## config.mk

```make
export PLATFORM = sky130hd
export DESIGN_NAME = hvd_cordic_cell
export DESIGN_NICKNAME = d
export VERILOG_FILES = /design/src/hvd_pkg.sv /design/src/hvd_cordic_cell.sv
export SDC_FILE = /design/constraint.sdc
export NUM_CORES = 1
export LEC_CHECK = 0
export BUFFER_PORTS_ARGS = -buffer_cell sky130_fd_sc_hd__buf_2
export CAP_MARGIN = 20
export CORE_MARGIN = 3
export CORE_UTILIZATION = 58
export CTS_BUF_LIST = sky130_fd_sc_hd__clkbuf_8
export CTS_CLUSTER_SIZE = 25
export DETAILED_ROUTE_END_ITERATION = 10
export PLACE_DENSITY = 0.9
export SLEW_MARGIN = 20
export SYNTH_ARGS = -nofsm -noshare
export SYNTH_HDL_FRONTEND = slang
export SYNTH_SLANG_ARGS = --single-unit
```

## constraint.sdc

```tcl
create_clock -name aclk -period 5.05 [get_ports aclk]
set_clock_uncertainty 0.2 [all_clocks]
set_input_delay 0.505 -clock aclk [delete_from_list [all_inputs] [get_ports aclk]]
set_output_delay 0.505 -clock aclk [all_outputs]
set_load 0.02 [all_outputs]
```

## src/hvd_pkg.sv

```systemverilog
// Shared types, constants and the arctangent table for the haversine distance block.
// Used by every module in src; depends on nothing else.
package hvd_pkg;

    localparam int CORDIC_STAGES_DEF = 24;

    // CORDIC datapath widths.
    localparam int XY_W  = 34;
    localparam int Z_W   = 33;
    localparam int ANG_W = 34;

    // Integer square root: 31 result bits from a 62-bit radicand.
    localparam int ROOT_W = 31;
    localparam int REM_W  = 62;

    localparam int RADIUS_W = 30;
    localparam logic [RADIUS_W-1:0] DEFAULT_RADIUS = 30'd417997586;

    // Angles in units of 2^-23 degree.
    localparam logic signed [ANG_W-1:0] FULL_TURN    = 34'sd3019898880;
    localparam logic signed [ANG_W-1:0] HALF_TURN    = 34'sd1509949440;
    localparam logic signed [ANG_W-1:0] QUARTER_TURN = 34'sd754974720;

    // Degrees-to-radians factor, split in two 17-bit halves for the multiply.
    localparam logic [63:0] DEG_TO_RAD_Q32 = 64'h3243F6A8885A308D / 64'd377487360;
    localparam logic [16:0] DEG_TO_RAD_HI  = DEG_TO_RAD_Q32[33:17];
    localparam logic [16:0] DEG_TO_RAD_LO  = DEG_TO_RAD_Q32[16:0];

    localparam logic signed [XY_W-1:0] CORDIC_GAIN_Q30 = 34'sd652032874;

    typedef logic signed [XY_W-1:0] xy_t;
    typedef logic signed [Z_W-1:0]  z_t;

    function automatic logic [29:0] atan_q30(input int k);
        logic [29:0] r;
        unique case (k)
            0:  r = 30'd843314856;
            1:  r = 30'd497837829;
            2:  r = 30'd263043836;
            3:  r = 30'd133525158;
            4:  r = 30'd67021686;
            5:  r = 30'd33543515;
            6:  r = 30'd16775850;
            7:  r = 30'd8388437;
            8:  r = 30'd4194282;
            9:  r = 30'd2097149;
            10: r = 30'd1048575;
            11: r = 30'd524287;
            12: r = 30'd262143;
            13: r = 30'd131071;
            14: r = 30'd65535;
            15: r = 30'd32767;
            16: r = 30'd16383;
            17: r = 30'd8191;
            18: r = 30'd4095;
            19: r = 30'd2047;
            20: r = 30'd1023;
            21: r = 30'd511;
            22: r = 30'd255;
            23: r = 30'd127;
            24: r = 30'd63;
            25: r = 30'd31;
            26: r = 30'd15;
            27: r = 30'd8;
            28: r = 30'd4;
            29: r = 30'd2;
            30: r = 30'd1;
            default: r = 30'd0;
        endcase
        return r;
    endfunction

endpackage

```

## src/hvd_cordic_cell.sv

```systemverilog
// One CORDIC iteration with its output registers, rotation or vectoring mode.
// Depends on hvd_pkg for widths and the arctangent table.
module hvd_cordic_cell
    import hvd_pkg::*;
#(
    parameter int STAGE     = 0,
    parameter bit VECTORING = 1'b0
) (
    input  logic aclk,
    input  logic en,
    input  xy_t  x_in,
    input  xy_t  y_in,
    input  z_t   z_in,
    output xy_t  x_out,
    output xy_t  y_out,
    output z_t   z_out
);

    localparam z_t ATAN = Z_W'(atan_q30(STAGE));

    xy_t x_next, y_next;
    z_t  z_next;
    xy_t x_reg, y_reg;
    z_t  z_reg;
    logic up;

    // Rotation turns toward z = 0, vectoring toward y = 0; both reduce to one rule.
    always_comb begin
        up = VECTORING ? y_in[XY_W-1] : ~z_in[Z_W-1];
        if (up) begin
            x_next = x_in - (y_in >>> STAGE);
            y_next = y_in + (x_in >>> STAGE);
            z_next = z_in - ATAN;
        end else begin
            x_next = x_in + (y_in >>> STAGE);
            y_next = y_in - (x_in >>> STAGE);
            z_next = z_in + ATAN;
        end
    end

    always_ff @(posedge aclk) begin
        if (en) begin
            x_reg <= x_next;
            y_reg <= y_next;
            z_reg <= z_next;
        end
    end

    assign x_out = x_reg;
    assign y_out = y_reg;
    assign z_out = z_reg;

endmodule

```

### Word level (Yosys, flattened, before mapping)

Cells that the tools add are included.

* memory bits (writable): 0
* register bits: 101
* output and inout port bits: 101
* memory bits (read-only): 0
* bits in latches: 0
* input port bits: 103
* word-level logic and storage cells: 11
* memories kept: 0

* reduce and logical (&&, ||, !) cells: 0
* mux-type cells: 3
* $mul: 0
* bitwise logic cells: 0
* shift-type cells: 0
* magnitude comparators: 0
* add/subtract/negate cells: 5
* equal/unequal tests: 0
* divide/modulo/power cells: 0

Operators by type and width (number)
* 2-to-1 mux 34 bit: 2
* subtractor 34 bit: 2
* adder 34 bit: 1
* adder 33 x 31 -> 33 bit, second input constant: 1
* 2-to-1 mux 33 bit: 1
* subtractor 33 x 31 -> 33 bit, second input constant: 1

### Depth between registers and ports, before layout

Gate-level depths: netlist (run 1).

* depth in word-level cells: 2
* gate-level depth with buffers: 13
* depth with buffers taken out: 12

### Worst setup path after synthesis (run 1)

No wires, ideal clock.

* path type: input -> register
* from: in z_in[32]
* to: reg z_reg[28] (netlist: z_out[28]) (data pin)
* stages on the path: 12
* buffers on the path: 1
* data arrival time: 3399 ps
* setup time: 262 ps
* data required time: 4588 ps
* setup slack: 1189 ps
* cells stage by stage: clkinv_1 > clkbuf_1 > ha_1 > a21o_1 > a21oi_1 > o21ai_0 > o311ai_0 > o31a_1 > o211ai_1 > a311oi_1 > a21oi_1 > xor2_1

* cells in the longest elaborated chain, start to end: 1

Ends and longest elaborated chain
* start: declaration: line hvd_cordic_cell.sv:13 `input z_t z_in,`
* 2-to-1 mux 33 bit: line hvd_cordic_cell.sv:30 `if (up) begin`
* via z_next[28]: line hvd_cordic_cell.sv:22 `z_t z_next;`
* end signal: assignment: line hvd_cordic_cell.sv:45 `z_reg <= z_next;`
* end: declaration: line hvd_cordic_cell.sv:24 `z_t z_reg;`

The timed path passes the listed nets, and every way through them passes these cells.
A chain may end at the register's enable or synchronous reset.

### Worst setup path in the final report (run 1)

* from: in y_in[0]
* to: reg y_reg[32] (netlist: y_out[32]) (data pin)

* cells in the longest elaborated chain, start to end: 2
* elaborated cells on any way between the ends: 3
* classes of those cells: add/sub (2); mux (1)

Ends and longest elaborated chain
* start: declaration: line hvd_cordic_cell.sv:12 `input xy_t y_in,`
* adder 34 bit / subtractor 34 bit (equally long branches): line hvd_cordic_cell.sv:32, hvd_cordic_cell.sv:36
* 2-to-1 mux 34 bit (*): line hvd_cordic_cell.sv:30
* via y_next[32]: line hvd_cordic_cell.sv:21 `xy_t x_next, y_next;`
* end signal: assignment: line hvd_cordic_cell.sv:44 `y_reg <= y_next;`
* end: declaration: line hvd_cordic_cell.sv:23 `xy_t x_reg, y_reg;`

The timed path passes the listed nets; every way through them passes the cells marked *.

==> out/metrics.csv, run 1 <==
metric,value,unit
cp.required,4960,ps
setup_viol,0,
setup.worst_path.start_class,primary input,
synth-edff-count,100,
synthTopCellsByArea,"edfxtp_1 (30%), ha_1 (16%), a21oi_1 (6.0%)",
grt_overflow,0,
fin_ws,1200,ps
power_leakage,5.29,nW
grt_pass1_wl,48400,um
start_util,60.3,%
peakVddDrop,200,uV
routed-wl-met3,3440,um
firstDrtPassIters,6,
finalCritPeriodShare,76.3,%
slew_headroom,31.3,%
grt_usage,30.5,%
dp_hpwl,24100,um
met2_length,13500,um
rsz0062_at_grt,no,
die-width,138,um
syn_area_per_cell,8.62,sq um
critical_path.max_stage_delay,600,ps
critPathSlowestCell,o41ai_1,
wl_met1,12400,um
area_delta_synth_final,13.8,%
worstSetupPathType,in2reg,
cts.sinks,100,
antenna_found_initial,2,
worst_pin_slew,1020,ps
die-area,19200,sq um
cp.arrival,3760,ps
htreeDepth,3,
portBuffers,203,
crit_chain,"buf_2, inv_1, ha_1, fa_1, nand3b_1, a21oi_1, o211ai_1, o211a_1, o21ai_0, a21oi_1, o41ai_1, mux2i_1, o311ai_0",
ios,204,
fmaxAchievable,260,MHz
maxCapViolations,0,
synthDistinctLibCells,67,
synth_ff_type,edfxtp_1,
drc,0,
synth-warning-count,0,
crit_fanout,3,
cts_made_buffers,9,
hp-class,in2reg,
first_iter_violations,1196,
routedWlPerCell,19.2,um
via_per_inst,6.32,
multi_input_area,6580,sq um
num-nets-final,1593,
holdBufCountCts,0,
final_hold_viol_count,0,
post_cts_resized,0,
regArea,3000,sq um
grt_pass1_vias,9324,
ys_seq_area_share,29.5,%
clockBufferDepth,2,
fin_crit,3850,ps
syn-num-nets,1416,
yosys_register_bits,100,
drive_gt1_share,17.5,%
fill_cells,1380,
async_flop_share,0,%
post-cts-setup-buffers,0,
num_rows,47,
synth_top_area_share,29.5,%
netlist_instances,1181,
clk_pin_slew,110,ps
power_density,268,nW/um^2
grt_max_degree,63,
status,finished clean,
synth_top_area_cell,edfxtp_1,
top_layer,met5,
wirelength,30400,um
dieHeight,138,um
end_kind,flip-flop,
cts_root_buf,clkbuf_8,
slew_viol_final,0,
antenna_left,0,
tns,0,ps
netlist_area,10200,sq um
cpMostUsedCell,a21oi_1,
coreArea,16900,sq um
finalWeightedCongestion,1.03,
num_vias,10000,
cts_tree,done,
dp_slack,911,ps
[final timing paths]
path              depth (start not counted)   endpoint  slack [ps]    start
setup / recovery                         13  y_out[32]        1200  y_in[0]
hold / removal                            1   z_out[0]         100  z_in[0]
[flip-flops by register name, summed over array words and instances, names as in the netlist]
name,flops
y_out,33
x_out,34
z_out,33
[power breakdown]
| part | internal, mW | switching [mW] | total [mW] |
|---|---|---|---|
| logic | 0.486 | 0.886 | 1.37 |
| clock network | 0.283 | 0.308 | 0.591 |
| registers | 1.10 | 0.0423 | 1.14 |
[per-layer routing]
| layer | up-vias | global-route usage, % |
|---|---|---|
| met4 | 2 | 11.1 |
| met3 | 100 | 5.42 |
| met2 | 660 | 47.0 |
| met5 | - | 0 |
| met1 | 4622 | 43.3 |
| li1 | 4631 | - |
[area by class of cell]
type                            count  share of cell area (%)
Clock buffer                        9                    1.07
Multi-Input combinational cell    924                    56.8
Antenna cell                        1                  0.0216
Tap cell                          220                    2.38
Inverter                          112                    3.63
Timing Repair Buffer              211                    9.31
Sequential cell                   100                    25.9
Clock inverter                      7                   0.843
[synthesized netlist by cell type (15+ instances only)]
master / count
o21bai_1: 23
o21ai_0: 84
nand2_1: 60
a211oi_1: 16
mux2i_1: 20
inv_1: 111
nor2_1: 105
edfxtp_1: 100
clkbuf_1: 33
a21o_1: 38
a21oi_1: 121
xor2_1: 22
ha_1: 128
o211ai_1: 15
nor3_1: 20
nand2b_1: 15
xnor2_1: 66
[cells in the final DEF (no fill, tap or decap), drive strengths merged, types with 4 or more instances in the layout]
| cell | instances |
|---|---|
| nor4 | 9 |
| a21boi | 6 |
| xor2 | 22 |
| and3 | 6 |
| mux2i | 20 |
| o41ai | 6 |
| a21oi | 121 |
| a21o | 38 |
| nor2 | 105 |
| o21ai | 85 |
| clkbuf | 9 |
| or3 | 5 |
| nor3 | 20 |
| o211ai | 15 |
| xnor2 | 66 |
| buf | 211 |
| a211oi | 16 |
| and2 | 11 |
| nand4 | 13 |
| fa | 4 |
| edfxtp | 100 |
| a31oi | 9 |
| nand3 | 13 |
| ha | 128 |
| inv | 114 |
| nand2 | 60 |
| nor2b | 13 |
| nand2b | 15 |
| o211a | 5 |
| o31ai | 9 |
| a221oi | 9 |
| o21bai | 23 |
| o21a | 14 |
| a311oi | 5 |
[cells by family (layout without fill, tap and decap cells)]
family / count (synthesis) / count (layout) / synth area share (%)
compound gates: 396 / 396 / 25.0
simple gates: 287 / 287 / 13.5
buf+inv: 157 / 339 / 5.84
fa+ha+maj: 132 / 132 / 16.5
flops: 100 / 100 / 29.5
xor+xnor: 88 / 88 / 7.57
mux: 21 / 21 / 2.08
other cells: 0 / 1 / 0
[per-stage QoR]
stage | instances | util, % | hold slack, ps | power, mW | cell area, sq um
2_1_floorplan | 1181 | - | 404 | 2.05 | 10200
3_3_place_gp | 1567 | 67.3 | 481 | 2.47 | 11400
3_5_place_dp | 1567 | 67.3 | 483 | 2.50 | 11400
4_1_cts | 1583 | 68.6 | 78.6 | 3.08 | 11600
5_1_grt | 1584 | 68.6 | 75.0 | 3.26 | 11600
6_report | 1584 | 68.6 | 95.7 | 3.11 | 11600
[worst max-delay path: cells and delay by family]
kind                     cells  cell delay, ps
AO/OA/AOI/OAI                7            2030
adder cells (fa/ha/maj)      2             610
AND/OR/NAND/NOR              1             210
multiplexers                 1             240
buffers and inverters        2             160
(Power assumes the default switching activity.)
==> inputs of run 2 (changes only) <==
Clock period 5.05 ns to 3.8 ns, I/O delays scaled along.
==> run 2 against run 1 <==
  * Cell area is 3.4% higher
  * Routed wire length grew 6.5%
  * First-iteration DRC count grew 13%
  * Global-route usage is 1.5 points higher
  * Non-clock buffer count up 58
  * Clock-buffer cell count stayed put
  * Utilization rose by 2.3 points
  * Flip-flop and latch count stayed put
  * Critical path depth fell by 1
  * Clock power rose by 10%
  * Power is 32% higher
  * Hold slack worse by 1.0 ps
  * Highest routed layer is now met4
==> out/metrics.csv, run 2 (synthesis gave the netlist of run 1 again) <==
metric,value,unit,change
status,finished clean,,
dp_slack,-72.1,ps,-983 ps
antenna_found_initial,1,,-1
firstDrtPassIters,7,,+1
final_hold_viol_count,0,,unchanged
grt_overflow,0,,unchanged
slew_viol_final,0,,unchanged
end_kind,flip-flop,,
antenna_left,0,,unchanged
coreArea,16900,sq um,unchanged
layout_common_cells,"buf_2 (202), ha_1 (128), a21oi_1 (121)",,
final_cells,1641,,+3.6%
clockBufferDepth,2,,unchanged
fin_ws,202,ps,-995 ps
power_density,343,nW/um^2,+28%
clk_pin_slew,110,ps,about the same
via_per_inst,6.27,,-0.83%
fmaxAchievable,278,MHz,
first_iter_violations,1346,,+13%
num_rows,47,,unchanged
finalWeightedCongestion,1.02,,-0.97%
power.total,4.10,mW,+32%
cts_made_buffers,9,,unchanged
grt_usage,32.0,%,+1.5 points
dp_hpwl,26200,um,+8.5%
post_cts_resized,0,,unchanged
drc,0,,unchanged
htreeDepth,3,,unchanged
hp-class,in2reg,,
dieHeight,138,um,unchanged
rsz0062_at_grt,no,,
cts_tree,done,,
worstSetupPathType,in2reg,,
slew_headroom,33.9,%,+2.7 points
cp.arrival,3580,ps,-180 ps
start_util,60.3,%,unchanged
die-width,138,um,unchanged
fin_crit,3600,ps,
cts_root_buf,clkbuf_8,,
worst_pin_slew,991,ps,-26.7 ps
setup_viol,0,,unchanged
portBuffers,203,,unchanged
drive_gt1_share,20.6,%,+3.0 points
die-area,19200,sq um,unchanged
regArea,3000,sq um,unchanged
crit_fanout,4,,+1
num_vias,10300,,+2.7%
setup.worst_path.start_class,primary input,,
grt_pass1_wl,50300,um,+3.8%
finalCritPeriodShare,94.7,%,
post-route-util,71.0,%,+2.3 points
ios,204,,unchanged
power_leakage,5.54,nW,+4.7%
maxCapViolations,0,,unchanged
num-nets-final,1651,,+3.6%
wirelength,32400,um,+6.5%
dp.cells,1622,,+3.5%
multi_input_area,6580,sq um,unchanged
cp.required,3790,ps,-1170 ps
fill_cells,1357,,-1.7%
cts.sinks,100,,unchanged
grt_max_degree,75,,+19%
largest_reg_flops,34,,unchanged
routedWlPerCell,19.7,um,+2.8%
area_delta_synth_final,17.7,%,
peakVddDrop,207,uV,+3.7%
final_common_cell,buf_2,,
grt_pass1_vias,9586,,+2.8%
run 2: cell types whose count changed in the layout (fill, tap and decap cells not counted):
cell	delta
clkinv_1	+1
clkinv_2	-2
inv_6	+1
dlygate4sd3_1	+3
bufinv_16	-2
clkinv_4	+1
buf_4	+55
run 2: per-stage QoR:
step / hold WS (ps) / instance area (sq um) / TNS [ps]
floorplan: 279 / 10200 / 0
CTS: 73.5 / 12000 / 0
finish: 94.6 / 12000 / 0
global route: 81.4 / 12000 / 0
global placement: 356 / 11800 / 0
detailed placement: 358 / 11800 / -135
run 2: timing repair:
item	in CTS	in global routing
endpoints found under the hold margin	3	0
setup endpoints to repair	0	0
setup buffers	0	0
hold buffers	3	0
run 2: per-layer routing:
| metal | global-route usage, % | up-vias | part of all wire [%] |
|---|---|---|---|
| met2 | 50.5 | 723 | 44 |
| met5 | 0 | - | 0 |
| met3 | 5.77 | 81 | 12 |
| li1 | - | 4746 | - |
| met4 | 9.00 | 0 | 2.9 |
| met1 | 45.4 | 4739 | 41 |
run 2: critical path: stages:
cell       delay [ps]
buf_2             110
ha_1              220
fa_1              410
nor2b_1           170
o311a_1           330
o31a_1            300
nand4bb_1         290
nand3_1           200
o21ai_1           100
a311oi_1          550
o41ai_1           170
a2111oi_2         360
run 2: report_power, final:
| part | total (mW) | switching [mW] | internal [mW] |
|---|---|---|---|
| clock network | 0.651 | 0.408 | 0.244 |
| logic | 1.93 | 1.22 | 0.716 |
| registers | 1.52 | 0.0575 | 1.46 |
run 2: area by class of cell:
type	count	share of cell area, %
diodes	1	0.0209
clock buffers	9	1.03
clock inverters	6	0.407
inverters	112	3.51
multi-input cells	924	54.9
flip-flops and latches	100	25.1
well taps	220	2.30
repair buffers	269	12.7
run 2: path summary, 6_finish.rpt:
check         to  startpoint  depth (start not counted)  slack (ps)
max    x_out[32]     x_in[0]                         12         200
min     z_out[3]     z_in[3]                          2          90
==> inputs of run 3 (changes only) <==
--- a/config.mk
+++ b/config.mk
@@ -14,3 +14,3 @@
 export DETAILED_ROUTE_END_ITERATION = 10
-export PLACE_DENSITY = 0.9
+export PLACE_DENSITY = 0.84
 export SLEW_MARGIN = 20
--- a/constraint.sdc
+++ b/constraint.sdc
@@ -4,2 +4,2 @@
 set_output_delay 0.38 -clock aclk [all_outputs]
-set_load 0.02 [all_outputs]
+set_load 0.05 [all_outputs]
==> run 3 against run 2 <==
  * Sequential share of layout area up 0.071 points
  * Power up 9.9%
  * Routed wire length down 3.5%
  * Via count down 2.9%
  * Global-route usage down 0.39 points
  * Clock-buffer cell count unchanged
  * Sequential power about the same
  * Utilization down 0.20 points
  * Largest power group unchanged
==> out/metrics.csv, run 3 (synthesis gave the netlist of run 1 again) <==
metric,value,unit,change
antenna_found_initial,0,,-1
cts_made_buffers,9,,unchanged
routedWlPerCell,19.2,um,-3.0%
area_delta_synth_final,17.3,%,
num-nets-final,1642,,-0.55%
wirelength,31300,um,-3.5%
portBuffers,203,,unchanged
first_iter_violations,1098,,-18%
power_leakage,5.51,nW,-0.55%
antenna_left,0,,unchanged
power.total,4.51,mW,+9.9%
num_rows,47,,unchanged
start_util,60.3,%,unchanged
die-area,19200,sq um,unchanged
drc,0,,unchanged
maxCapViolations,0,,unchanged
p_sw,2.09,mW,+24%
fin_crit,3510,ps,-85.1 ps
grt_usage,31.6,%,-0.39 points
peakVddDrop,270,uV,+30%
cp.arrival,3520,ps,-60 ps
post-route-util,70.8,%,-0.20 points
firstDrtPassIters,6,,-1
clockBufferDepth,2,,unchanged
seq_power_share,33.4,%,-3.6 points
cts.sinks,100,,unchanged
clock_power_share,15.4,%,-0.5 points
final_common_cell,buf_2,,
critPathSlowestCell,fa_1,,
final_hold_viol_count,0,,unchanged
grt_overflow,0,,unchanged
cts_root_buf,clkbuf_8,,
ios,204,,unchanged
slew_viol_final,0,,unchanged
worst_pin_slew,782,ps,-209 ps
via_per_inst,6.12,,-2.3%
top_layer,met4,,
fmaxAchievable,285,MHz,+2.4%
met2_length,13900,um,-3.4%
hp-class,in2reg,,
grt_max_degree,66,,-12%
grt_pass1_vias,9527,,-0.62%
power_density,378,nW/um^2,+10%
die-width,138,um,unchanged
status,finished clean,,
setup_viol,0,,unchanged
dieHeight,138,um,unchanged
drive_gt1_share,20.1,%,-0.45 points
worstSetupPathType,in2reg,,
num_vias,9994,,-2.9%
regArea,3000,sq um,unchanged
hold-worst-slack,78.5,ps,-16.1 ps
dp_hpwl,25200,um,-3.8%
n_antenna_cell,0,,-1
cp.required,3800,ps,about the same
end_kind,flip-flop,,
critical_path.max_stage_delay,420,ps,-130 ps
finalWeightedCongestion,1.01,,-0.53%
crit_chain,"buf_2, ha_1, fa_1, nor2b_1, o311a_1, o31a_1, nand4bb_1, nand3_1, o21ai_1, a311oi_1, buf_4, o41ai_1, a2111oi_2",,
htreeDepth,3,,unchanged
crit_fanout,4,,unchanged
switching_share,46.3,%,+5.3 points
grt_pass1_wl,50000,um,-0.63%
cts_tree,done,,
clk_pin_slew,110,ps,about the same
combPwrFrac,51.2,%,+4.1 points
layout_common_cells,"buf_2 (202), ha_1 (128), a21oi_1 (121)",,
coreArea,16900,sq um,unchanged
hold_depth,2,,unchanged
multi_input_area,6580,sq um,unchanged
slew_headroom,47.9,%,+14 points
routed-wl-met3,3080,um,-21%
fill_cells,1369,,+0.88%
finalCritPeriodShare,92.4,%,-2.2 points
wl_met1,13600,um,+3.2%
power.internal,2.42,mW,about the same
setup.worst_path.start_class,primary input,,
largest_reg_flops,34,,unchanged
rsz0062_at_grt,no,,
## run 3: cell count changes in the layout (fill, tap and decap cells not counted)
cell,delta
buf_12,+2
inv_8,+1
inv_6,-2
clkinv_4,+2
diode_2,-1
buf_4,-11
## run 3: power by group through the flow
stage               clock network, mW  logic [mW]  registers [mW]
floorplan                           0       0.958            2.18
global placement                    0        2.24            1.53
detailed placement                  0        2.26            1.53
CTS                             0.697        2.27            1.51
global route                    0.749        2.45            1.53
finish                          0.694        2.31            1.51
## run 3: what timing repair did
action,CTS,global route
setup buffers,0,0
resized for setup,0,0
endpoints found under the hold margin,3,0
hold buffers,3,0
## run 3: stage by stage
step	std cells	setup TNS (ps)	cell area [sq um]	worst slack, ps
6_report	1632	0	11900	287
2_1_floorplan	1181	0	10200	63.6
5_1_grt	1632	0	11900	41.9
3_3_place_gp	1613	0	11700	69.5
4_1_cts	1632	0	11900	387
3_5_place_dp	1613	-24.8	11700	-24.8
## run 3: path summary, 6_finish.rpt
path / startpoint / endpoint
worst max-delay path: x_in[0] / x_out[32]
worst min-delay path: z_in[3] / z_out[3]
## run 3: per-layer routing
layer | track usage (%) | vias to the layer above
met5 | 0 | -
met4 | 8.63 | 0
met3 | 5.28 | 57
met2 | 48.5 | 566
met1 | 46.5 | 4641
li1 | - | 4730
## run 3: cell type report
cell class | count | share of cell area, %
repair buffers | 260 | 12.4
well taps | 220 | 2.31
clock inverters | 7 | 0.503
clock buffers | 9 | 1.04
flip-flops and latches | 100 | 25.1
inverters | 112 | 3.52
multi-input cells | 924 | 55.1
## run 3: worst max-delay path: cells and delay by family
kind            cells  cell delay (ps)
compound gates      6             1510
simple gates        3              670
buf+inv             2              310
fa+ha+maj           2              640
