**config.mk**
```make
export PLATFORM = sky130hd
export DESIGN_NAME = hvd_sqrt_cell
export DESIGN_NICKNAME = d
export VERILOG_FILES = /design/src/hvd_pkg.sv /design/src/hvd_sqrt_cell.sv
export SDC_FILE = /design/constraint.sdc
export NUM_CORES = 1
export LEC_CHECK = 0
export BUFFER_PORTS_ARGS = -buffer_cell sky130_fd_sc_hd__buf_2
export CORE_AREA = 2 2 89 177
export CTS_CLUSTER_DIAMETER = 80
export CTS_CLUSTER_SIZE = 20
export DETAILED_ROUTE_END_ITERATION = 7
export DIE_AREA = 0 0 91 179
export PLACE_DENSITY = 0.7
export SLEW_MARGIN = 25
export SYNTH_ARGS = -nofsm -noshare
export SYNTH_HDL_FRONTEND = slang
export SYNTH_SLANG_ARGS = --single-unit
```
**constraint.sdc**
```tcl
create_clock -name aclk -period 5.1 [get_ports aclk]
set_clock_uncertainty 0.05 [all_clocks]
set_input_delay 0.255 -clock aclk [delete_from_list [all_inputs] [get_ports aclk]]
set_output_delay 0.255 -clock aclk [all_outputs]
set_load 0.02 [all_outputs]
```
**src/hvd_pkg.sv**
```systemverilog
// Shared types, constants and the arctangent table for the haversine distance block.
// Used by every module in src; depends on nothing else.
package hvd_pkg;

    localparam int CORDIC_STAGES_DEF = 24;

    // CORDIC datapath widths.
    localparam int XY_W  = 34;
    localparam int Z_W   = 33;
    localparam int ANG_W = 34;

    // Integer square root: 31 result bits from a 62-bit radicand.
    localparam int ROOT_W = 31;
    localparam int REM_W  = 62;

    localparam int RADIUS_W = 30;
    localparam logic [RADIUS_W-1:0] DEFAULT_RADIUS = 30'd417997586;

    // Angles in units of 2^-23 degree.
    localparam logic signed [ANG_W-1:0] FULL_TURN    = 34'sd3019898880;
    localparam logic signed [ANG_W-1:0] HALF_TURN    = 34'sd1509949440;
    localparam logic signed [ANG_W-1:0] QUARTER_TURN = 34'sd754974720;

    // Degrees-to-radians factor, split in two 17-bit halves for the multiply.
    localparam logic [63:0] DEG_TO_RAD_Q32 = 64'h3243F6A8885A308D / 64'd377487360;
    localparam logic [16:0] DEG_TO_RAD_HI  = DEG_TO_RAD_Q32[33:17];
    localparam logic [16:0] DEG_TO_RAD_LO  = DEG_TO_RAD_Q32[16:0];

    localparam logic signed [XY_W-1:0] CORDIC_GAIN_Q30 = 34'sd652032874;

    typedef logic signed [XY_W-1:0] xy_t;
    typedef logic signed [Z_W-1:0]  z_t;

    function automatic logic [29:0] atan_q30(input int k);
        logic [29:0] r;
        unique case (k)
            0:  r = 30'd843314856;
            1:  r = 30'd497837829;
            2:  r = 30'd263043836;
            3:  r = 30'd133525158;
            4:  r = 30'd67021686;
            5:  r = 30'd33543515;
            6:  r = 30'd16775850;
            7:  r = 30'd8388437;
            8:  r = 30'd4194282;
            9:  r = 30'd2097149;
            10: r = 30'd1048575;
            11: r = 30'd524287;
            12: r = 30'd262143;
            13: r = 30'd131071;
            14: r = 30'd65535;
            15: r = 30'd32767;
            16: r = 30'd16383;
            17: r = 30'd8191;
            18: r = 30'd4095;
            19: r = 30'd2047;
            20: r = 30'd1023;
            21: r = 30'd511;
            22: r = 30'd255;
            23: r = 30'd127;
            24: r = 30'd63;
            25: r = 30'd31;
            26: r = 30'd15;
            27: r = 30'd8;
            28: r = 30'd4;
            29: r = 30'd2;
            30: r = 30'd1;
            default: r = 30'd0;
        endcase
        return r;
    endfunction

endpackage

```
**src/hvd_sqrt_cell.sv**
```systemverilog
// One result bit of a pipelined integer square root, with its registers.
// Depends on hvd_pkg for widths.
module hvd_sqrt_cell
    import hvd_pkg::*;
#(
    parameter int BIT = 0
) (
    input  logic              aclk,
    input  logic              en,
    input  logic [REM_W-1:0]  rem_in,
    input  logic [ROOT_W-1:0] root_in,
    output logic [REM_W-1:0]  rem_out,
    output logic [ROOT_W-1:0] root_out
);

    logic [REM_W-1:0]  trial;
    logic [REM_W-1:0]  rem_next, rem_reg;
    logic [ROOT_W-1:0] root_next, root_reg;

    // The remainder holds v - root^2; setting this bit costs 2^(b+1)*root + 2^(2b).
    always_comb begin
        trial = (REM_W'(root_in) << (BIT + 1)) + (REM_W'(1) << (2 * BIT));
        if (rem_in >= trial) begin
            rem_next  = rem_in - trial;
            root_next = root_in | (ROOT_W'(1) << BIT);
        end else begin
            rem_next  = rem_in;
            root_next = root_in;
        end
    end

    always_ff @(posedge aclk) begin
        if (en) begin
            rem_reg  <= rem_next;
            root_reg <= root_next;
        end
    end

    assign rem_out  = rem_reg;
    assign root_out = root_reg;

endmodule

```
# Word-level counts from Yosys, hierarchy flattened
# Index checks and enable logic that the tools add are counted.
[word_totals]
regBits = 93
in_bits = 95
output_inout_bits = 93
[op_classes]
add_sub_neg = 2
mux = 1
order_cmp = 1
[op_table]
columns = ["operator", "count"]
rows = [
  [">= comparator 62 x 33 -> 1 bit", 1],
  ["two-way mux 62 bit", 1],
  ["subtractor 62 x 33 -> 62 bit", 1],
  ["adder 32 x 1 -> 33 bit (second input constant)", 1],
]

# Logic depth before layout (Yosys ltp)
# Gate-level depths: netlist (run 1).
[logic_depth]
ltp_word = 3
depth_mapped = 12
mapped_depth_nobuf = 11

# Worst setup path after synthesis (run 1)
# No wires, ideal clock.
[synth_timing]
path_kind = "in2reg"
startpoint = "input rem_in[36]"
endpoint = "register rem_reg[39], in the netlist rem_out[39] (data pin)"
cell_stages = 9
path_slack_ns = 2.322
arrival_time_ns = 2.470
cell_sequence = "or4_1 or3_1 or2_1 nor4_4 o211ai_1 nand2_2 buf_2 nand3_1 xnor2_1"
[synth_via]
elab_chain_cells = 2
[synth_rtl]
columns = ["element", "line_no", "rtl"]
rows = [
  ["from (decl)", "hvd_sqrt_cell.sv:10", "input logic [REM_W-1:0] rem_in,"],
  ["subtractor 62 x 33 -> 62 bit or >= comparator 62 x 33 -> 1 bit (tied branches)", "hvd_sqrt_cell.sv:24, hvd_sqrt_cell.sv:23", ""],
  ["two-way mux 62 bit *", "hvd_sqrt_cell.sv:23", "if (rem_in >= trial) begin"],
  ["via rem_next[39]", "hvd_sqrt_cell.sv:17", "logic [REM_W-1:0] rem_next, rem_reg;"],
  ["to (signal assigned)", "hvd_sqrt_cell.sv:34", "rem_reg <= rem_next;"],
  ["to (decl)", "hvd_sqrt_cell.sv:17", ""],
]
# Mark *: on every way through the listed nets, which the timed path passes. The rest lies on a longest branch.
# A chain may end at the register's enable or synchronous reset.

# Worst setup path in the final report (run 1)
[layout_timing]
startpoint = "input rem_in[36]"
endpoint = "register rem_reg[29], in the netlist rem_out[29] (data pin)"
[layout_via]
elab_chain_cells = 2
[layout_rtl]
columns = ["element", "line_no"]
rows = [
  [">= comparator 62 x 33 -> 1 bit", "hvd_sqrt_cell.sv:23"],
  ["two-way mux 62 bit", "hvd_sqrt_cell.sv:23"],
  ["via rem_next[29]", "hvd_sqrt_cell.sv:17"],
]
# The timed path passes the listed nets, and every way through them passes these cells.

==> metrics.md, run 1 <==
| Metric | Value |
|---|---|
| Status | completed |
| Largest net degree at the start of global routing | 53 |
| Setup TNS | 0 ns |
| 1st-iter DRT viols | approximately 260 |
| Final setup vio count | 0 |
| Slew margin rel. | 0.380 |
| Worst-path fanout max | 32 |
| Endpoint arrival time on the critical path | approximately 3.7 ns |
| Area grow syn2layout | 24.0% |
| WP data required | 5.16 ns |
| Wire length per cell | 16.4 um |
| # rows | 64 |
| Largest buffer count on any clock path | 2 |
| Hold-fix buffers, CTS | 0 |
| Yosys warns | 0 |
| WS Path Type | in2reg |
| Internal power | 1.48 mW |
| Post-synth top area share | 0.476 |
| Hpwl dp | 12.5 mm |
| Post-Syn Area per Cell | approximately 9.9 um^2 |
| #FFs+latches synth | 93 |
| Multi-input logic area | 0.00286 mm^2 |
| # IOs | 188 |
| Worst-path clk slew | 0.07 ns |
| Hold Path Class | in2reg |
| Total die area | 0.0163 mm^2 |
| FF/Latch Area | 0.00279 mm^2 |
| Psw | around 0.67 mW |
| First-pass DRT Iterations | 7 |
| Min Tclk post-route | approximately 3.6 ns |
| Final antenna-violating net count | 0 |
| Initial antenna violation count | 0 |
| Via density per instance | 5.35 |
| Startpoint types | primary input |
| Logic gate share of total power | 0.268 |
| Most frequent cells in the layout | buf_2 (186), edfxtp_1 (93), a21oi_1 (65) |
| Drt total wl | about 16 mm |
| Synthesized net count | roughly 700 |
| I/O Buffers | ~190 |
| First-pass GRT wire length | 24.8 mm |
| Synth Instances | 591 |
| Clock sink count | 93 |
| Switching part of the total | 0.311 |
| Sequential Power Share | 0.448 |
| Final net count | 903 |
| Synth area leaders | edfxtp_1 (48%), ha_1 (6.8%), a21oi_1 (5.5%) |
| Main synth FF type | edfxtp_1 |
| Crit end category | register |
| Vias in the first global route | 5,226 |
| Fin. Hold Viols | 0 |
| Max Cap Viol | 0 |
| Post-CTS Setup Repair Bufs | 0 |
| Async SR Flop Fraction | 0 |
| Sequential fraction of the synthesis area | 0.476 |
| Leak pwr | 3.03 nW |
| Core Region | 0.0151 mm^2 |
| RSZ-0062 raised after global routing | no |
| Max VDD drop | 186 uV |
| Synthesized area | 0.00587 mm^2 |
| Post-layout util | 0.483 |
| DRC | 0 |
| Htree depth | 3 |
| Slew Limit Fails | 0 |
| Commonest non-fill, non-tap cell in the layout | buf_2 |
| Post-CTS sizing | 0 |
| Clk pwr share | 0.284 |
| Diode count | 0 |
| P per Cell Area | 296 mW/mm^2 |
| Total GRT Usage | 0.192 |
| Die width | about 91 um |
| Fin crit share | 0.707 |
| Die Y | 179 um |
| EDFF count, synth | 93 |
| Clk Tree Root Cell | clkbuf_16 |
| Synth area leader | edfxtp_1 |
| Vias | about 5.2k |
| Worst slew pin tran | 0.926 ns |
| Number of fill cells in the layout | 1,478 |
| CTS tree | done |
| Layout cells sized above 1 | 0.278 |
| Final GP Congestion | 0.869 |
| Starting density of the core | 0.390 |
| Num CTS Buffers | 9 |
| Overflow after GRT | 0 |
| Synth cell types | between 50 and 60 |
| Peak Freq | 277 MHz |
==> cell usage after synthesis (2+ instances only) <==
cell / instances
nand2_1: 48
nand4_1: 15
nor4_1: 20
and3_1: 4
nor4b_1: 2
or2_2: 3
ha_1: 32
and2_1: 3
nor3b_1: 2
or4_1: 6
nor2b_1: 5
a31o_2: 2
nand3_1: 11
xnor2_1: 37
a21oi_1: 65
mux2_2: 2
o31ai_1: 3
nand2b_1: 3
buf_2: 5
o21ai_0: 33
inv_1: 39
a31oi_1: 4
o21bai_1: 6
nor3_1: 19
o2111ai_1: 2
o21a_1: 2
or3_1: 8
a211oi_1: 4
nor2_1: 49
edfxtp_1: 93
o211ai_1: 7
xor2_1: 23
a21boi_0: 2
clkbuf_1: 11
a21o_1: 4
==> path summary, 6_finish.rpt <==
path              cells after the start               endpoint  startpoint  slack (ns)
setup / recovery                      9  rem_out[29]$_DFFE_PP_  rem_in[36]        1.50
hold / removal                        1  root_out[1]$_DFFE_PP_  root_in[1]        0.03
==> flip-flops by register name (all words and copies together), names as in the netlist <==
signal,flops
rem_out,62
root_out,31
==> power groups by stage <==
stage	Combinational, mW	Clock (mW)	Sequential, mW
2_1_floorplan	0.251	0	1.09
3_3_place_gp	0.565	0	0.982
3_5_place_dp	0.572	0	0.980
4_1_cts	0.575	0.626	0.966
5_1_grt	0.631	0.641	0.974
6_report	0.576	0.611	0.965
==> metal layers <==
layer,GRT usage,wire length [um]
met3,0.0425,1170
met1,0.238,6750
met2,0.306,7510
met4,0.112,583
met5,0,0
==> cell type report <==
type / count / share of cell area
Multi-Input combinational cell: 442 / 0.393
Sequential cell: 93 / 0.384
Timing Repair Buffer: 190 / 0.132
Tap cell: 198 / 0.0341
Clock buffer: 9 / 0.0310
Inverter: 39 / 0.0201
Clock inverter: 7 / 0.00585
==> critical path: stages <==
cell	delay, ns
buf_2	0.13
or4_1	0.60
nor4_2	0.51
and4_1	0.28
o31ai_1	0.12
a31oi_1	0.54
nand2_2	0.57
buf_4	0.41
a31o_2	0.23
==> through the flow <==
step                setup slack [ns]  hold slack [ns]  total power [mW]  area [um^2]  instances
finish                          1.50           0.0324              2.15         7270        978
global route                    1.34           0.0333              2.25         7270        978
CTS                             1.60           0.0247              2.17         7270        978
detailed placement              1.21            0.398              1.55         7000        962
global placement                1.30            0.397              1.55         7000        962
floorplan                       2.32            0.304              1.35         5870        591
==> kinds of logic after synthesis <==
kind of cell,Yosys count,synth area share
AOI/OAI and AO/OA,141,0.141
xor gates and xnor gates,60,0.0896
adders and majority gates,33,0.0717
buffers and inverters,56,0.0375
DFF,93,0.476
muxes,2,0.00384
and+or+nand+nor,206,0.181
Note: power is estimated with default switching activity, not from simulation.
==> inputs of run 2 (changes only) <==
==> constraint.sdc (replaced) <==
create_clock -name aclk -period 3.5 [get_ports aclk]
set_clock_uncertainty 0.05 [all_clocks]
set_input_delay 0.175 -clock aclk [delete_from_list [all_inputs] [get_ports aclk]]
set_output_delay 0.175 -clock aclk [all_outputs]
set_load 0.02 [all_outputs]
==> run 2 against run 1 <==
Critical path depth up 3; core utilization up 3.3 points; count of clock-buffer cells in the layout up 2; worst setup slack worse by 1.3 ns; die area unchanged; sequential power up 46%; clock power up 80%; global-route usage up 0.57 points; non-clock buffer count up 47; sequential share of layout area down 2.4 points; first-iteration DRC count up 39%; cell area up 6.7%; critical endpoint unchanged; largest cell class unchanged; largest power group unchanged.
==> metrics.md, run 2 (synthesized netlist as in run 1, its figures left out) <==
| Metric | Value |
|---|---|
| Status | completed |
| Post-layout util | 0.516 |
| Most frequent cells in the layout | buf_2 (186), edfxtp_1 (93), a21oi_1 (64) |
| First-pass DRT Iterations | 5 |
| P per Cell Area | ~440 mW/mm^2 |
| Clock sink count | 93 |
| WS Path Type | in2reg |
| Area grow syn2layout | 32.4% |
| Core Region | about 0.015 mm^2 |
| I/O Buffers | 187 |
| Clk Tree Root Cell | clkbuf_16 |
| Vias in the first global route | 5,232 |
| Initial antenna violation count | 0 |
| Vias | 5,340 |
| Peak Freq | around 300 MHz |
| Wire length per cell | 16.2 um |
| # IOs | 188 |
| Number of fill cells in the layout | approximately 1.4k |
| WHS | 0.0833 ns |
| Worst-path fanout max | 26 |
| 1st-iter DRT viols | 367 |
| Total GRT Usage | 0.198 |
| Max FFs per register | 62 |
| Cell area after layout | 0.00776 mm^2 |
| Crit path from | root_in[10] |
| Fin crit share | 0.930 |
| Setup ws final | 0.245 ns |
| RSZ-0062 raised after global routing | no |
| Design Power | 3.38 mW |
| Startpoint types | primary input |
| Placed insts | roughly 1,000 |
| Drt total wl | about 17 mm |
| Diode count | 0 |
| Commonest non-fill, non-tap cell in the layout | buf_2 |
| Hold Crit Endpoint | rem_out[14]$_DFFE_PP_ |
| Min Tclk post-route | 3.26 ns |
| Hold Path Class | in2reg |
| # rows | 64 |
| Max Cap Viol | 0 |
| Die Y | 179 um |
| Hold Crit Depth | 3 |
| Worst hold start | rem_in[14] |
| Via density per instance | approximately 5.2 |
| Total die area | 0.0163 mm^2 |
| Dpl cell area | 0.00709 mm^2 |
| Final net count | 950 |
| CTS tree | done |
| Worst-path clk slew | 0.07 ns |
| Setup TNS | 0 ns |
| Largest net degree at the start of global routing | just over 70 |
| Slew Limit Fails | 0 |
| Htree depth | 3 |
| Hpwl dp | 12.5 mm |
| First-pass GRT wire length | about 26 mm |
| Num CTS Buffers | 9 |
| Layout cells sized above 1 | 0.282 |
| Fin. Hold Viols | 0 |
| Max VDD drop | 265 uV |
| Final antenna-violating net count | 0 |
| Dpl ws | 0.236 ns |
| Overflow after GRT | 0 |
| Starting density of the core | 0.390 |
| WP data required | 3.56 ns |
| Worst slew pin tran | 0.911 ns |
| DRC | 0 |
| Endpoint arrival time on the critical path | 3.32 ns |
| Slew margin rel. | 0.393 |
| Final GP Congestion | just under 0.9 |
| Largest buffer count on any clock path | 2 |
| Crit end category | register |
| Final std cells w/o fill | 1,025 |
| Final setup vio count | 0 |
| Die width | slightly above 90 um |
| Leak pwr | 3.26 nW |
run 2: timing repair:
| item | in CTS | in global routing |
|---|---|---|
| hold buffers | 30 | 0 |
| setup buffers | 0 | 5 |
| setup endpoints to repair | 0 | 17 |
| endpoints found under the hold margin | 30 | 0 |
| gates resized for setup | 0 | 1 |
run 2: where the power goes:
part,internal (mW),total [mW],switching [mW]
clock,0.695,1.10,0.402
combinational,0.335,0.880,0.545
sequential,1.38,1.41,0.0294
run 2: area by class of cell:
| cell class | count | area [um^2] | area share |
|---|---|---|---|
| multi-input cells | 442 | 2860 | 0.368 |
| flip-flops and latches | 93 | 2790 | 0.360 |
| repair buffers | 237 | 1390 | 0.179 |
| clock inverters | 5 | 98.8 | 0.0127 |
| inverters | 39 | 146 | 0.0189 |
| clock buffers | 11 | 233 | 0.0300 |
| well taps | 198 | 248 | 0.0319 |
run 2: worst max-delay path: stages:
cell           delay (ns)
dlygate4sd3_1        0.51
buf_2                0.11
inv_1                0.04
ha_1                 0.37
a21oi_1              0.31
o21ai_0              0.10
or2_2                0.29
o21a_1               0.23
o211ai_1             0.44
nand2_2              0.24
buf_4                0.28
a31o_2               0.22
run 2: worst max path at each step:
stage               depth (start not counted)               endpoint  slack [ns]
floorplan                                   9  rem_out[39]$_DFFE_PP_        0.80
global placement                           11  rem_out[57]$_DFFE_PP_        0.32
detailed placement                         10  rem_out[53]$_DFFE_PP_        0.24
CTS                                        12  rem_out[57]$_DFFE_PP_        0.10
global route                               13  rem_out[17]$_DFFE_PP_       0.006
finish                                     12  rem_out[29]$_DFFE_PP_        0.24
run 2: layer usage:
layer | share of wire | GRT usage | vias up | wire, um
met2 | 0.49 | 0.338 | 223 | 8100
met4 | 0.020 | 0.0682 | 0 | 333
met3 | 0.065 | 0.0387 | 28 | 1070
met5 | 0 | 0 | - | 0
met1 | 0.43 | 0.249 | 2436 | 7050
li1 | - | - | 2653 | -
==> inputs of run 3 (changes only) <==
--- a/config.mk
+++ b/config.mk
@@ -5,13 +5,13 @@
 export SDC_FILE = /design/constraint.sdc
 export NUM_CORES = 1
 export LEC_CHECK = 0
-export BUFFER_PORTS_ARGS = -buffer_cell sky130_fd_sc_hd__buf_2
 export CORE_AREA = 2 2 89 177
 export CTS_CLUSTER_DIAMETER = 80
 export CTS_CLUSTER_SIZE = 20
 export DETAILED_ROUTE_END_ITERATION = 7
 export DIE_AREA = 0 0 91 179
-export PLACE_DENSITY = 0.7
+export DONT_BUFFER_PORTS = 1
+export PLACE_DENSITY = 0.59
 export SLEW_MARGIN = 25
 export SYNTH_ARGS = -nofsm -noshare
 export SYNTH_HDL_FRONTEND = slang
==> run 3 against run 2 <==
First-iteration DRC count down 17%; the flow now finishes with violations (negative hold slack); flip-flop and latch count stayed put; wire length down 2.1%; cell area is 8.4% lower; highest routed layer unchanged; critical path depth decreased by 1; via count down 10%; count of clock-buffer cells in the layout down 1; largest power group unchanged; combinational power shrank 36%; sequential power grew 13%.
==> metrics.md, run 3 (synthesized netlist as in run 1, its figures left out) <==
| Metric | Value |
|---|---|
| Final net count | 791 |
| Critical Path Slowest Stage Cell | dlygate4sd3_1 |
| # rows | 64 |
| Crit end category | register |
| Worst path max stage delay | 0.54 ns |
| GR Layer Usage met3 | 0.0563 |
| Wire length per cell | about 19 um |
| Fin crit share | 0.928 |
| WS Path Type | in2reg |
| WHS | -0.00720 ns |
| Internal power | ~2.2 mW |
| DRC | 0 |
| Failing checks | negative hold slack |
| Max FFs per register | 62 |
| Status | finished with violations |
| Setup TNS | 0 ns |
| Leak pwr | 2.64 nW |
| Number of fill cells in the layout | 1,478 |
| Area grow syn2layout | 21.2% |
| Design Power | 3.12 mW |
| Largest buffer count on any clock path | 2 |
| Drt total wl | 16.2 mm |
| Critical path's top delay family | compound AO/OA/AOI/OAI gates |
| Via density per instance | 5.55 |
| Hpwl dp | ~12 mm |
| Min Tclk post-route | ~3.2 ns |
| Starting density of the core | 0.390 |
| Startpoint types | primary input |
| Diode count | 0 |
| Die width | 91 um |
| Num CTS Buffers | 9 |
| Clock sink count | 93 |
| Psw | 0.925 mW |
| Worst-path fanout max | 4 |
| Final antenna-violating net count | 0 |
| P per Cell Area | 438 mW/mm^2 |
| Slew Limit Fails | 0 |
| Final setup vio count | 0 |
| Core Region | between 0.015 and 0.02 mm^2 |
| Die Y | 179 um |
| I/O Buffers | 0 |
| Met2 usage | 0.325 |
| GR Layer Usage met1 | 0.241 |
| Stages on the worst setup path | 11 |
| Total GRT Usage | 0.197 |
| Most frequent cells in the layout | edfxtp_1 (93), a21oi_1 (64), dlygate4sd3_1 (63) |
| Max VDD drop | 244 uV |
| Initial antenna violation count | 0 |
| Overflow after GRT | 0 |
| Endpoint arrival time on the critical path | 3.27 ns |
| Total die area | around 0.016 mm^2 |
| Worst-path clk slew | about 0.070 ns |
| # IOs | approximately 190 |
| 1st-iter DRT viols | 303 |
| Layout cells sized above 1 | 0.0629 |
| Worst slew pin tran | 0.608 ns |
| Most Crowded Layer GR | met2 |
| CP cell instances | dlygate4sd3_1 -> inv_1 -> ha_1 -> a211oi_1 -> o21bai_1 -> a31oi_1 -> o21ai_0 -> a21oi_2 -> o21ai_0 -> a211oi_1 -> xor2_1 |
| First-pass GRT wire length | 25.2 mm |
| Vias in the first global route | 4,853 |
| Htree depth | 3 |
| Max Cap Viol | 0 |
| RSZ-0062 raised after global routing | no |
| Commonest non-fill, non-tap cell in the layout | edfxtp_1 |
| Clk Tree Root Cell | clkbuf_16 |
| Slew margin rel. | 0.591 |
| Sequential Power Share | 0.511 |
| WP data required | 3.53 ns |
| Hold Crit Depth | 1 |
| Largest net degree at the start of global routing | 94 |
| Post-CTS Setup Repair Bufs | 0 |
| Hold Path Class | in2reg |
| Peak Freq | 308 MHz |
| Logic gate share of total power | 0.180 |
| Fin. Hold Viols | 1 |
| Vias | 4,808 |
| Final GP Congestion | 0.898 |
| Clk pwr share | 0.309 |
| Switching part of the total | 0.297 |
| CP bufs+invs | 2 |
| First-pass DRT Iterations | 5 |
| CTS tree | done |
run 3: stage by stage:
step	instances	hold slack, ns	util	setup WS (ns)	instance area, um^2
2_1_floorplan	591	0.224	-	0.802	5870
3_3_place_gp	786	0.224	0.409	0.208	6160
3_5_place_dp	786	0.224	0.409	0.243	6160
4_1_cts	866	0.00246	0.472	0.165	7110
5_1_grt	866	0.00859	0.472	0.0906	7110
6_report	866	-0.00720	0.472	0.253	7110
run 3: what timing repair did:
item / CTS / global route
hold buffers: 64 / 0
gates resized for setup: 0 / 1
setup endpoints to repair: 0 / 3
endpoints found under the hold margin: 156 / 0
run 3: final timing paths:
| path | startpoint | endpoint | slack (ns) |
|---|---|---|---|
| max | root_in[0] | rem_out[57]$_DFFE_PP_ | 0.25 |
| min | rem_in[58] | rem_out[58]$_DFFE_PP_ | -0.007 |
run 3: area by class of cell:
class                      instances  area (um^2)  share of cell area
multi-input combinational        442         2860               0.402
sequential                        93         2790               0.393
timing repair buffer              78          776               0.109
tap                              198          248              0.0348
clock buffer                      10          229              0.0322
inverter                          39          146              0.0206
clock inverter                     6         63.8             0.00897
run 3: metal layers:
| layer | up-vias | share of wire | wire (um) |
|---|---|---|---|
| li1 | 2331 | - | - |
| met1 | 2229 | 0.42 | 6740 |
| met2 | 211 | 0.48 | 7740 |
| met3 | 37 | 0.079 | 1290 |
| met4 | 0 | 0.027 | 443 |
| met5 | - | 0 | 0 |
run 3: power groups by stage:
stage	Sequential, mW	Combinational (mW)	Clock [mW]
3_5_place_dp	1.62	0.472	0
2_1_floorplan	1.60	0.366	0
6_report	1.59	0.561	0.965
4_1_cts	1.60	0.560	0.988
3_3_place_gp	1.62	0.470	0
5_1_grt	1.60	0.629	1.03
